## src/rtl/core/asc_pkg.sv

```systemverilog
// asc_pkg: shared types and constants for the A/V sync sample-count correction block.
// No dependencies; every other file in rtl/core uses it.
`default_nettype none

package asc_pkg;

  // Payload and register widths
  localparam int unsigned DIFF_W    = 24;  // signed Q8.16 seconds
  localparam int unsigned NB_W      = 16;
  localparam int unsigned WANTED_W  = 17;
  localparam int unsigned RATE_W    = 18;
  localparam int unsigned THR_W     = 23;
  localparam int unsigned COEF_W    = 16;
  localparam int unsigned SUM_W     = 32;
  localparam int unsigned CFG_IDX_W  = 2;
  localparam int unsigned CFG_DATA_W = 23;

  // Register indexes on the configuration port
  localparam logic [CFG_IDX_W-1:0] REG_OUT_RATE       = 2'd0;
  localparam logic [CFG_IDX_W-1:0] REG_DIFF_THRESHOLD = 2'd1;
  localparam logic [CFG_IDX_W-1:0] REG_AVG_COEF       = 2'd2;

  localparam logic [RATE_W-1:0] RATE_RST = 18'd44100;
  localparam logic [THR_W-1:0]  THR_RST  = 23'd761;
  localparam logic [COEF_W-1:0] COEF_RST = 16'd52057;

  // 10 s in Q.16: at or beyond this the filter restarts
  localparam logic signed [DIFF_W-1:0] NOSYNC_LIMIT = 24'sd655360;

  // Shared multiplier: 33-bit signed by 19-bit signed
  localparam int unsigned MUL_A_W = SUM_W + 1;
  localparam int unsigned MUL_B_W = RATE_W + 1;
  localparam int unsigned PROD_W  = MUL_A_W + MUL_B_W;
  localparam int unsigned TRUNC_W = PROD_W - 16;

  // Clamp bounds: nb*90/100 = floor(nb*9/10), nb*110/100 = floor(nb*11/10).
  // floor(x/10) = (x * 6710887) >> 26, exact for x below 1118481.
  localparam int unsigned PCT_MAX   = 10;
  localparam int unsigned LO_FACTOR = (100 - PCT_MAX) / 10;
  localparam int unsigned HI_FACTOR = (100 + PCT_MAX) / 10;
  localparam int unsigned SCALED_W  = 20;
  localparam int unsigned RECIP_W   = 23;
  localparam int unsigned RECIP_SH  = 26;
  localparam logic [RECIP_W-1:0] RECIP_MUL = 23'd6710887;

  typedef enum logic [1:0] {
    MSEL_SUM,   // avg_coef * diff_sum
    MSEL_AVG,   // diff_sum * (1 - avg_coef)
    MSEL_COR    // av_diff * sample rate
  } mul_sel_e;

  typedef struct packed {
    logic     load;       // capture input word
    logic     clear;      // restart the filter
    logic     mul_en;     // register a product
    mul_sel_e mul_sel;
    logic     sum_upd;    // write the saturated running sum
    logic     cnt_inc;    // advance the measure count
    logic     bnd_lo;     // compute low clamp bound
    logic     bnd_hi;     // compute high clamp bound
    logic     res_nb;     // result is the frame's own count
    logic     res_clamp;  // result is the clamped corrected count
    logic     out_load;   // move result into the output register
  } cmd_t;

  typedef struct packed {
    logic nosync; // |av_diff| at or above 10 s
    logic warm;   // still in the warm-up measures
    logic hit;    // average difference reached the threshold
  } status_t;

  // Q.16 product to integer, rounding toward zero
  function automatic logic signed [TRUNC_W-1:0] trunc16(input logic signed [PROD_W-1:0] p);
    logic signed [PROD_W-1:0] adj;
    adj = p + (p[PROD_W-1] ? PROD_W'(65535) : PROD_W'(0));
    return $signed(adj[PROD_W-1:16]);
  endfunction

endpackage

`default_nettype wire

```

## src/rtl/core/asc_if.sv

```systemverilog
// asc_in_if / asc_out_if: valid-ready channels for input frames and results.
// Depends on asc_pkg for payload widths.
`default_nettype none

interface asc_in_if;
  logic                              valid;
  logic                              ready;
  logic signed [asc_pkg::DIFF_W-1:0] av_diff;
  logic [asc_pkg::NB_W-1:0]          frame_len;

  modport source (output valid, output av_diff, output frame_len, input ready);
  modport sink   (input valid, input av_diff, input frame_len, output ready);
endinterface

interface asc_out_if;
  logic                           valid;
  logic                           ready;
  logic [asc_pkg::WANTED_W-1:0]   wanted_samples;

  modport source (output valid, output wanted_samples, input ready);
  modport sink   (input valid, input wanted_samples, output ready);
endinterface

`default_nettype wire

```

## src/rtl/core/audio_sync_sample_correction_top.sv

```systemverilog
// audio_sync_sample_correction_top: A/V sync sample-count correction block.
// Instantiates asc_ctrl and asc_datapath; uses asc_pkg and the asc_if channels.
`default_nettype none

// Channel   Dir  Handshake      Word
// in_i      in   valid/ready    av_diff (s24 Q8.16 s), frame_len (u16)
// out_o     out  valid/ready    wanted_samples (u17)
// cfg       in   cfg_we_i       cfg_idx_i (0 rate, 1 threshold, 2 coef), cfg_data_i (u23)
//
// One frame is in flight at a time. A frame that runs the full correction path passes
// the range check, sum update, average, threshold test and clamp before its result loads
// into the output register: one shared 33x19 multiplier is used three times in sequence
// (sum decay, average, correction). Large differences and warm-up frames finish early.
// The next word is taken in the cycle its predecessor's result loads, so a stalled output
// holds one result while the following frame is computed; it then waits to load.
// Reset clears the running sum, the measure count and the output valid flag, and restores
// the register defaults (44100 Hz, threshold 761, coefficient 52057).
module audio_sync_sample_correction_top #(
  parameter int unsigned AVG_COUNT = 20
) (
  input  logic                            clk_i,
  input  logic                            rst_ni,
  input  logic                            cfg_we_i,
  input  logic [asc_pkg::CFG_IDX_W-1:0]   cfg_idx_i,
  input  logic [asc_pkg::CFG_DATA_W-1:0]  cfg_data_i,
  asc_in_if.sink                          in_i,
  asc_out_if.source                       out_o
);
  import asc_pkg::*;

  cmd_t    cmd;
  status_t status;

  // Sequence the frame; hold the result until the sink takes it
  asc_ctrl u_ctrl (
    .clk_i       (clk_i),
    .rst_ni      (rst_ni),
    .in_valid_i  (in_i.valid),
    .in_ready_o  (in_i.ready),
    .out_valid_o (out_o.valid),
    .out_ready_i (out_o.ready),
    .status_i    (status),
    .cmd_o       (cmd)
  );

  // Filter state, arithmetic and output word
  asc_datapath #(
    .AVG_COUNT (AVG_COUNT)
  ) u_datapath (
    .clk_i            (clk_i),
    .rst_ni           (rst_ni),
    .cfg_we_i         (cfg_we_i),
    .cfg_idx_i        (cfg_idx_i),
    .cfg_data_i       (cfg_data_i),
    .av_diff_i        (in_i.av_diff),
    .frame_len_i      (in_i.frame_len),
    .cmd_i            (cmd),
    .status_o         (status),
    .wanted_samples_o (out_o.wanted_samples)
  );

endmodule

`default_nettype wire

```

## src/rtl/core/asc_datapath.sv

```systemverilog
// asc_datapath: configuration registers, filter state, shared multiplier, clamp and
// output register. Driven by asc_ctrl through asc_pkg::cmd_t; depends on asc_pkg.
`default_nettype none

module asc_datapath #(
  parameter int unsigned AVG_COUNT = 20
) (
  input  logic                               clk_i,
  input  logic                               rst_ni,
  input  logic                               cfg_we_i,
  input  logic [asc_pkg::CFG_IDX_W-1:0]      cfg_idx_i,
  input  logic [asc_pkg::CFG_DATA_W-1:0]     cfg_data_i,
  input  logic signed [asc_pkg::DIFF_W-1:0]  av_diff_i,
  input  logic [asc_pkg::NB_W-1:0]           frame_len_i,
  input  asc_pkg::cmd_t                      cmd_i,
  output asc_pkg::status_t                   status_o,
  output logic [asc_pkg::WANTED_W-1:0]       wanted_samples_o
);
  import asc_pkg::*;

  localparam int unsigned CNT_W = $clog2(AVG_COUNT + 1);
  localparam int unsigned ADD_W = TRUNC_W + 1;

  logic [RATE_W-1:0]  rate_q;
  logic [THR_W-1:0]   thr_q;
  logic [COEF_W-1:0]  coef_q;

  logic signed [SUM_W-1:0] sum_q, sum_d;
  logic [CNT_W-1:0]        cnt_q;

  logic signed [DIFF_W-1:0] diff_q;
  logic [NB_W-1:0]          nb_q;

  logic signed [MUL_A_W-1:0] mul_a;
  logic signed [MUL_B_W-1:0] mul_b;
  logic signed [PROD_W-1:0]  prod_q;
  logic signed [TRUNC_W-1:0] prod_t;

  logic [COEF_W:0]           one_minus;
  logic signed [ADD_W-1:0]   sum_raw;
  logic [TRUNC_W-1:0]        avg_mag;

  logic [SCALED_W-1:0]          scaled;
  logic [SCALED_W+RECIP_W-1:0]  recip;
  logic [WANTED_W-1:0]          bound;
  logic [WANTED_W-1:0]          lo_q, hi_q;

  logic signed [TRUNC_W-1:0] wanted_raw;
  logic signed [TRUNC_W-1:0] lo_s, hi_s;
  logic [WANTED_W-1:0]       clamped;
  logic [WANTED_W-1:0]       res_q;
  logic [WANTED_W-1:0]       wanted_q;

  // Configuration registers
  always_ff @(posedge clk_i or negedge rst_ni) begin
    if (!rst_ni) begin
      rate_q <= RATE_RST;
      thr_q  <= THR_RST;
      coef_q <= COEF_RST;
    end else if (cfg_we_i) begin
      unique case (cfg_idx_i)
        REG_OUT_RATE:       rate_q <= cfg_data_i[RATE_W-1:0];
        REG_DIFF_THRESHOLD: thr_q  <= cfg_data_i[THR_W-1:0];
        REG_AVG_COEF:       coef_q <= cfg_data_i[COEF_W-1:0];
        default: ;
      endcase
    end
  end

  // Shared multiplier operands
  assign one_minus = (COEF_W+1)'(1 << COEF_W) - {1'b0, coef_q};

  always_comb begin
    unique case (cmd_i.mul_sel)
      MSEL_SUM: begin
        mul_a = MUL_A_W'(sum_q);
        mul_b = $signed({{(MUL_B_W-COEF_W){1'b0}}, coef_q});
      end
      MSEL_AVG: begin
        mul_a = MUL_A_W'(sum_q);
        mul_b = $signed({{(MUL_B_W-COEF_W-1){1'b0}}, one_minus});
      end
      MSEL_COR: begin
        mul_a = MUL_A_W'(diff_q);
        mul_b = $signed({1'b0, rate_q});
      end
      default: begin
        mul_a = '0;
        mul_b = '0;
      end
    endcase
  end

  assign prod_t = trunc16(prod_q);

  // Running sum: diff + coef*sum, saturated to 32 bits
  assign sum_raw = ADD_W'(diff_q) + ADD_W'(prod_t);

  always_comb begin
    if (sum_raw[ADD_W-1:SUM_W-1] == '0 || sum_raw[ADD_W-1:SUM_W-1] == '1) begin
      sum_d = sum_raw[SUM_W-1:0];
    end else if (sum_raw[ADD_W-1]) begin
      sum_d = {1'b1, {(SUM_W-1){1'b0}}};
    end else begin
      sum_d = {1'b0, {(SUM_W-1){1'b1}}};
    end
  end

  assign avg_mag = prod_t[TRUNC_W-1] ? TRUNC_W'(-prod_t) : TRUNC_W'(prod_t);

  // Clamp bounds through one reciprocal multiply
  assign scaled = SCALED_W'(nb_q) * (cmd_i.bnd_hi ? SCALED_W'(HI_FACTOR)
                                                  : SCALED_W'(LO_FACTOR));
  assign recip  = (SCALED_W+RECIP_W)'(scaled) * (SCALED_W+RECIP_W)'(RECIP_MUL);
  assign bound  = recip[RECIP_SH +: WANTED_W];

  // Corrected count and clamp
  assign wanted_raw = $signed(TRUNC_W'(nb_q)) + prod_t;
  assign lo_s = $signed(TRUNC_W'(lo_q));
  assign hi_s = $signed(TRUNC_W'(hi_q));

  always_comb begin
    priority if (wanted_raw < lo_s) begin
      clamped = lo_q;
    end else if (wanted_raw > hi_s) begin
      clamped = hi_q;
    end else begin
      clamped = wanted_raw[WANTED_W-1:0];
    end
  end

  // Filter state
  always_ff @(posedge clk_i or negedge rst_ni) begin
    if (!rst_ni) begin
      sum_q <= '0;
      cnt_q <= '0;
    end else if (cmd_i.clear) begin
      sum_q <= '0;
      cnt_q <= '0;
    end else begin
      if (cmd_i.sum_upd) sum_q <= sum_d;
      if (cmd_i.cnt_inc) cnt_q <= cnt_q + CNT_W'(1);
    end
  end

  // Payload registers
  always_ff @(posedge clk_i) begin
    if (cmd_i.load) begin
      diff_q <= av_diff_i;
      nb_q   <= frame_len_i;
    end
    if (cmd_i.mul_en) prod_q <= mul_a * mul_b;
    if (cmd_i.bnd_lo) lo_q <= bound;
    if (cmd_i.bnd_hi) hi_q <= bound;
    if (cmd_i.res_nb) begin
      res_q <= WANTED_W'(nb_q);
    end else if (cmd_i.res_clamp) begin
      res_q <= clamped;
    end
    if (cmd_i.out_load) wanted_q <= res_q;
  end

  assign status_o.nosync = (diff_q >= NOSYNC_LIMIT) || (diff_q <= -NOSYNC_LIMIT);
  assign status_o.warm   = cnt_q < CNT_W'(AVG_COUNT);
  assign status_o.hit    = avg_mag >= TRUNC_W'(thr_q);

  assign wanted_samples_o = wanted_q;

  a_cnt_bounded: assert property (@(posedge clk_i) disable iff (!rst_ni)
    cmd_i.cnt_inc |=> (cnt_q <= CNT_W'(AVG_COUNT)))
    else $error("measure count ran past its limit");

endmodule

`default_nettype wire

```

## src/rtl/core/asc_ctrl.sv

```systemverilog
// asc_ctrl: sequencer for one frame at a time and the output valid flag.
// Issues asc_pkg::cmd_t to asc_datapath and reads asc_pkg::status_t back.
`default_nettype none

module asc_ctrl (
  input  logic              clk_i,
  input  logic              rst_ni,
  input  logic              in_valid_i,
  output logic              in_ready_o,
  output logic              out_valid_o,
  input  logic              out_ready_i,
  input  asc_pkg::status_t  status_i,
  output asc_pkg::cmd_t     cmd_o
);
  import asc_pkg::*;

  localparam logic [2:0] S_IDLE  = 3'd0;
  localparam logic [2:0] S_MSUM  = 3'd1;  // check range, coef*sum
  localparam logic [2:0] S_USUM  = 3'd2;  // saturate sum, low bound
  localparam logic [2:0] S_MAVG  = 3'd3;  // sum*(1-coef), high bound
  localparam logic [2:0] S_MCOR  = 3'd4;  // threshold test, diff*rate
  localparam logic [2:0] S_CLAMP = 3'd5;
  localparam logic [2:0] S_DONE  = 3'd6;  // wait for a free output slot

  logic [2:0] state_q, state_d;
  logic       out_valid_q, out_valid_d;

  always_comb begin
    state_d     = state_q;
    out_valid_d = out_valid_q && !out_ready_i;
    in_ready_o  = 1'b0;
    cmd_o       = '0;
    cmd_o.mul_sel = MSEL_SUM;

    unique case (state_q)
      S_IDLE: begin
        in_ready_o = 1'b1;
        if (in_valid_i) begin
          cmd_o.load = 1'b1;
          state_d    = S_MSUM;
        end
      end
      S_MSUM: begin
        if (status_i.nosync) begin
          cmd_o.clear  = 1'b1;
          cmd_o.res_nb = 1'b1;
          state_d      = S_DONE;
        end else begin
          cmd_o.mul_en  = 1'b1;
          cmd_o.mul_sel = MSEL_SUM;
          state_d       = S_USUM;
        end
      end
      S_USUM: begin
        cmd_o.sum_upd = 1'b1;
        cmd_o.bnd_lo  = 1'b1;
        if (status_i.warm) begin
          cmd_o.cnt_inc = 1'b1;
          cmd_o.res_nb  = 1'b1;
          state_d       = S_DONE;
        end else begin
          state_d = S_MAVG;
        end
      end
      S_MAVG: begin
        cmd_o.mul_en  = 1'b1;
        cmd_o.mul_sel = MSEL_AVG;
        cmd_o.bnd_hi  = 1'b1;
        state_d       = S_MCOR;
      end
      S_MCOR: begin
        if (status_i.hit) begin
          cmd_o.mul_en  = 1'b1;
          cmd_o.mul_sel = MSEL_COR;
          state_d       = S_CLAMP;
        end else begin
          cmd_o.res_nb = 1'b1;
          state_d      = S_DONE;
        end
      end
      S_CLAMP: begin
        cmd_o.res_clamp = 1'b1;
        state_d         = S_DONE;
      end
      S_DONE: begin
        if (!out_valid_q || out_ready_i) begin
          cmd_o.out_load = 1'b1;
          out_valid_d    = 1'b1;
          in_ready_o     = 1'b1;
          if (in_valid_i) begin
            cmd_o.load = 1'b1;
            state_d    = S_MSUM;
          end else begin
            state_d = S_IDLE;
          end
        end
      end
      default: state_d = S_IDLE;
    endcase
  end

  always_ff @(posedge clk_i or negedge rst_ni) begin
    if (!rst_ni) begin
      state_q     <= S_IDLE;
      out_valid_q <= 1'b0;
    end else begin
      state_q     <= state_d;
      out_valid_q <= out_valid_d;
    end
  end

  assign out_valid_o = out_valid_q;

  a_accept_starts: assert property (@(posedge clk_i) disable iff (!rst_ni)
    (in_valid_i && in_ready_o) |=> (state_q == S_MSUM))
    else $error("accepted word did not start a frame");

  a_no_overwrite: assert property (@(posedge clk_i) disable iff (!rst_ni)
    cmd_o.out_load |-> (!out_valid_q || out_ready_i))
    else $error("pending result overwritten");

  a_clear_on_nosync: assert property (@(posedge clk_i) disable iff (!rst_ni)
    cmd_o.clear |-> (status_i.nosync && state_q == S_MSUM))
    else $error("filter cleared without a large difference");

endmodule

`default_nettype wire
```

## src/flat_wrapper.sv

```systemverilog
// flat-port wrapper written by rule: the top's interface ports become plain ports
module audio_sync_sample_correction_top_flat import asc_pkg::*;
#(
  parameter int unsigned AVG_COUNT = 20
)
  (clk_i, rst_ni, cfg_we_i, cfg_idx_i, cfg_data_i, in_i_valid, in_i_av_diff, in_i_frame_len, in_i_ready, out_o_valid, out_o_wanted_samples, out_o_ready);
  asc_in_if in_i_i ();
  asc_out_if out_o_i ();
  input  logic clk_i;
  input  logic rst_ni;
  input  logic cfg_we_i;
  input  logic [asc_pkg::CFG_IDX_W-1:0] cfg_idx_i;
  input  logic [asc_pkg::CFG_DATA_W-1:0] cfg_data_i;
  input wire logic [$bits(in_i_i.valid)-1:0] in_i_valid;
  input wire logic [$bits(in_i_i.av_diff)-1:0] in_i_av_diff;
  input wire logic [$bits(in_i_i.frame_len)-1:0] in_i_frame_len;
  output wire logic [$bits(in_i_i.ready)-1:0] in_i_ready;
  output wire logic [$bits(out_o_i.valid)-1:0] out_o_valid;
  output wire logic [$bits(out_o_i.wanted_samples)-1:0] out_o_wanted_samples;
  input wire logic [$bits(out_o_i.ready)-1:0] out_o_ready;
  assign in_i_i.valid = in_i_valid;
  assign in_i_i.av_diff = in_i_av_diff;
  assign in_i_i.frame_len = in_i_frame_len;
  assign in_i_ready = in_i_i.ready;
  assign out_o_valid = out_o_i.valid;
  assign out_o_wanted_samples = out_o_i.wanted_samples;
  assign out_o_i.ready = out_o_ready;
  audio_sync_sample_correction_top #(.AVG_COUNT(AVG_COUNT)) u_core (.clk_i(clk_i), .rst_ni(rst_ni), .cfg_we_i(cfg_we_i), .cfg_idx_i(cfg_idx_i), .cfg_data_i(cfg_data_i), .in_i(in_i_i), .out_o(out_o_i));
endmodule
```

## config.mk

```make
export PLATFORM = sky130hd
export DESIGN_NAME = audio_sync_sample_correction_top_flat
export DESIGN_NICKNAME = d
export VERILOG_FILES = /design/src/rtl/core/asc_pkg.sv /design/src/rtl/core/asc_if.sv /design/src/rtl/core/audio_sync_sample_correction_top.sv /design/src/rtl/core/asc_datapath.sv /design/src/rtl/core/asc_ctrl.sv /design/src/flat_wrapper.sv
export SDC_FILE = /design/constraint.sdc
export NUM_CORES = 2
export LEC_CHECK = 0
export ABC_AREA = 1
export BUFFER_PORTS_ARGS = -buffer_cell sky130_fd_sc_hd__buf_2
export CORE_ASPECT_RATIO = 0.7
export CORE_UTILIZATION = 50
export DETAILED_ROUTE_END_ITERATION = 6
export PLACE_DENSITY = 0.76
export SYNTH_ARGS = -nofsm -noshare
export SYNTH_HDL_FRONTEND = slang
export SYNTH_HIERARCHICAL = 1
export SYNTH_SLANG_ARGS = --single-unit
export TNS_END_PERCENT = 50
```

## constraint.sdc

```tcl
create_clock -name clk_i -period 32.9 [get_ports clk_i]
set_clock_uncertainty 0.2 [all_clocks]
set_input_delay 1.645 -clock clk_i [delete_from_list [all_inputs] [get_ports clk_i]]
set_output_delay 1.645 -clock clk_i [all_outputs]
set_load 0.02 [all_outputs]
```

==> qor.csv <==
stage,metric,value,unit
synthesis,share of flip-flops with an asynchronous set or reset,38.0,%
clocking,CTS Buf Count,27,
worst_setup_path,worst path required time,33.04,ns
synthesis,Post-synth top flop,edfxtp_1,
placed_design,Final GP Congestion,1.05,
timing,Slew HR,18.3,%
route,DR vias/cell,5.51,
synthesis,"FF+latch count, synth",258,
run,Max Cap Violations,0,
floorplanning,die height,257,um
cells_and_area,area of the multi-input gates,33100,um2
floorplanning,IO Count,89,
placed_design,Final HPWL DP,129000,um
worst_setup_path,Reg-to-Reg Start,u_core/u_datapath/prod_q[51],
route,TritonRoute pass-1 iters,6,
clocking,CTS tree,yes,
worst_setup_path,Worst Path Max Fanout,36,
worst_setup_path,Setup crit end,u_core/u_datapath/prod_q[47],
worst_setup_path,Crit-path slowest cell,inv_1,
route,initial DRC count,4971,
timing,Max Clk Rate,70.4,MHz
worst_setup_path,r2r setup slk,18.70,ns
clocking,clock root cell,clkbuf_16,
worst_setup_path,CP Class,register to register,
worst_setup_path,R2R cell count,56,
floorplanning,Initial Util,50.5,%
route,post-DR wirelength/cell,21.5,um
cells_and_area,nets@finish,7120,
floorplanning,Cell Rows,93,
global_routing,initial antenna violation count,5,
clocking,Worst-path clk slew,0.07,ns
cells_and_area,layout cells sized above 1,5.23,%
timing,Tightest Pin Transition,1.22,ns
synthesis,synthesized net count,7078,
placed_design,Port Buf Inserts,88,
min_path,worst min path class,register to register,
synthesis,syn_area_per_cell,7.96,um2
worst_setup_path,r2r endpoint,u_core/u_datapath/prod_q[47],
worst_setup_path,CP endpoint kind,register,
clocking,buffer depth of the longest clock path,3,
status,outcome,"complete, no violations",
worst_setup_path,Worst Setup SP,u_core/u_datapath/prod_q[51],
timing,endpoints failing setup,0,
route,WL final,154000,um
global_routing,global-route wire length before repair,234000,um
floorplanning,core area,92000,um2
worst_setup_path,Worst Path Arrival,14.34,ns
worst_setup_path,CP Launch Type,register,
worst_setup_path,Max stage delay on crit path,0.96,ns
route,total number of vias,39400,
min_path,hold path cells,0,
clocking,Clock Sinks,258,
floorplanning,Die X,367,um
floorplanning,die area,94300,um2
timing,fin crit share,43.2,%
synthesis,number of synthesis warnings,6,
clocking,CTS H-tree depth,1,
worst_setup_path,CP dominant cell by count,nor2_1,
timing,shortest period the worst path allows,14.20,ns
clocking,setup repair bufs after CTS,0,
clocking,number of hold buffers added after CTS,0,
global_routing,total gr overflow,0,
clocking,Resized Gates After CTS,0,
global_routing,largest net degree at the start of global routing,75,
route,ANT nets after route,0,
timing,fin. max-slew vios,0,
route,residual DRC count,0,
global_routing,Total GRT Usage,32.7,%
clocking,clock latency at the later pin of the worst-skew pair,0.62,ns
timing,Fin Setup TNS,0,ns
timing,RSZ-0062 raised after global routing,false,
timing,final hold vios,0,
synthesis,post-synthesis sequential area ratio,15.6,%
synthesis,Post-synth EDFFs,159,
synthesis,cells after synthesis,5842,
global_routing,vias in the first global route,38300,
synthesis,Mapped Area,46500,um2
cells_and_area,register area,7270,um2
cells_and_area,fill count,8699,
synthesis,"Distinct cells, synth",62,
cells_and_area,area grow syn2layout,6.22,%
==> registers in the layout (all words and copies together), names as in the netlist <==
register	count
u_core/u_ctrl/out_valid_o	1
u_core/u_ctrl/state_q	3
u_core/u_datapath/cnt_q	5
u_core/u_datapath/coef_q	16
u_core/u_datapath/diff_q	24
u_core/u_datapath/hi_q	17
u_core/u_datapath/lo_q	17
u_core/u_datapath/nb_q	16
u_core/u_datapath/prod_q	52
u_core/u_datapath/rate_q	18
u_core/u_datapath/res_q	17
u_core/u_datapath/sum_q	32
u_core/u_datapath/thr_q	23
u_core/u_datapath/wanted_samples_o	17
==> logic make-up (layout without fill, tap and decap cells) <==
family                   count (synthesis)  count (layout)  synth area share [%]
AO/OA/AOI/OAI                          584             584                  7.03
adder cells (fa/ha/maj)               1166            1166                  42.7
other                                    0               2                     0
AND/OR/NAND/NOR                       2022            2022                  18.1
buffers and inverters                 1639            1702                  13.3
XOR/XNOR                               173             173                  3.26
flip-flops                             258             258                  15.6
==> final cells by class <==
type,instances,area share [%]
repair buffers,150,1.84
well taps,1235,3.13
clock buffers,34,1.57
inverters,1502,11.4
flip-flops and latches,258,14.7
diodes,2,0.0101
clock inverters,16,0.324
multi-input cells,3945,67.0
==> worst max-delay path, delay by kind of cell, from the launching register on <==
| kind | cells | cell delay [ns] |
|---|---|---|
| adder cells (fa/ha/maj) | 9 | 4.41 |
| AND/OR/NAND/NOR | 22 | 3.70 |
| flip-flops | 1 | 0.71 |
| XOR/XNOR | 2 | 0.38 |
| buffers and inverters | 10 | 2.14 |
| AO/OA/AOI/OAI | 13 | 2.30 |
==> synth_stat cells (all sizes together), types with 2 or more instances <==
cell / count / area [um2]
inv: 1496 / 5620
nand2: 1218 / 4620
fa: 704 / 14100
ha: 462 / 5780
nor2: 448 / 1770
a21oi: 242 / 1210
nand3: 217 / 1160
o21ai: 195 / 980
edfxtp: 159 / 4770
xor2: 129 / 1130
clkbuf: 118 / 443
dfrtp: 76 / 1900
nor3: 54 / 300
nand4: 46 / 288
xnor2: 44 / 385
a31oi: 24 / 150
o22ai: 24 / 150
dfstp: 22 / 578
buf: 19 / 106
a21o: 17 / 128
o211ai: 15 / 113
o21bai: 13 / 97.6
nor4: 11 / 68.8
or2: 11 / 68.8
o221ai: 9 / 78.8
o31ai: 9 / 67.6
o21a: 8 / 60.1
nand3b: 7 / 52.6
a21boi: 6 / 45.0
clkinv: 6 / 22.5
a211oi: 5 / 37.5
a32o: 4 / 40.0
and3: 4 / 25.0
a221oi: 3 / 26.3
nor3b: 3 / 22.5
o2111ai: 3 / 26.3
and2: 2 / 12.5
==> layout by cell type (no fill, tap or decap), drive strengths merged, types with 11 or more instances in the layout <==
| master | instances |
|---|---|
| a21o | 17 |
| xor2 | 129 |
| ha | 462 |
| o22ai | 24 |
| nand4 | 46 |
| o211ai | 15 |
| clkbuf | 34 |
| xnor2 | 44 |
| inv | 1502 |
| dfrtp | 76 |
| nand2 | 1218 |
| a31oi | 24 |
| dfstp | 22 |
| o21ai | 195 |
| clkinv | 12 |
| or2 | 11 |
| a21oi | 242 |
| edfxtp | 159 |
| nor4 | 11 |
| nand3 | 217 |
| o21bai | 13 |
| nor2 | 448 |
| fa | 704 |
| buf | 150 |
| nor3 | 54 |
==> routing by layer <==
layer / share of wire, % / vias up / track usage (%)
met2: 37 / 2268 / 41.5
met3: 16 / 201 / 14.2
li1: - / 17800 / -
met1: 46 / 19100 / 51.2
met5: 0.071 / - / 0.202
met4: 1.6 / 4 / 4.37
==> worst min-delay path by stage <==
stage | startpoint | endpoint | slack [ns]
after floorplan | u_core/u_datapath/res_q[0] | u_core/u_datapath/wanted_samples_o[0] | 0.20
after global placement | u_core/u_datapath/res_q[13] | u_core/u_datapath/wanted_samples_o[13] | 0.20
after detailed placement | u_core/u_datapath/res_q[1] | u_core/u_datapath/wanted_samples_o[1] | 0.21
after CTS | u_core/u_datapath/res_q[1] | u_core/u_datapath/wanted_samples_o[1] | 0.22
after global routing | u_core/u_datapath/res_q[15] | u_core/u_datapath/wanted_samples_o[15] | 0.23
final | u_core/u_datapath/res_q[8] | u_core/u_datapath/wanted_samples_o[8] | 0.22
==> metrics by stage <==
step	util, %	setup slack [ns]	std cells	cell area, um2	hold WS, ns
2_1_floorplan	-	21.17	5842	46500	0.200
3_3_place_gp	52.7	19.19	7090	48500	0.204
3_5_place_dp	52.7	18.99	7090	48500	0.205
4_1_cts	53.7	18.91	7140	49400	0.221
5_1_grt	53.7	17.75	7141	49400	0.229
6_report	53.7	18.70	7142	49400	0.220
Power is not shown: default switching activity piles up to over one toggle a cycle in this logic, so the estimate is an artifact.
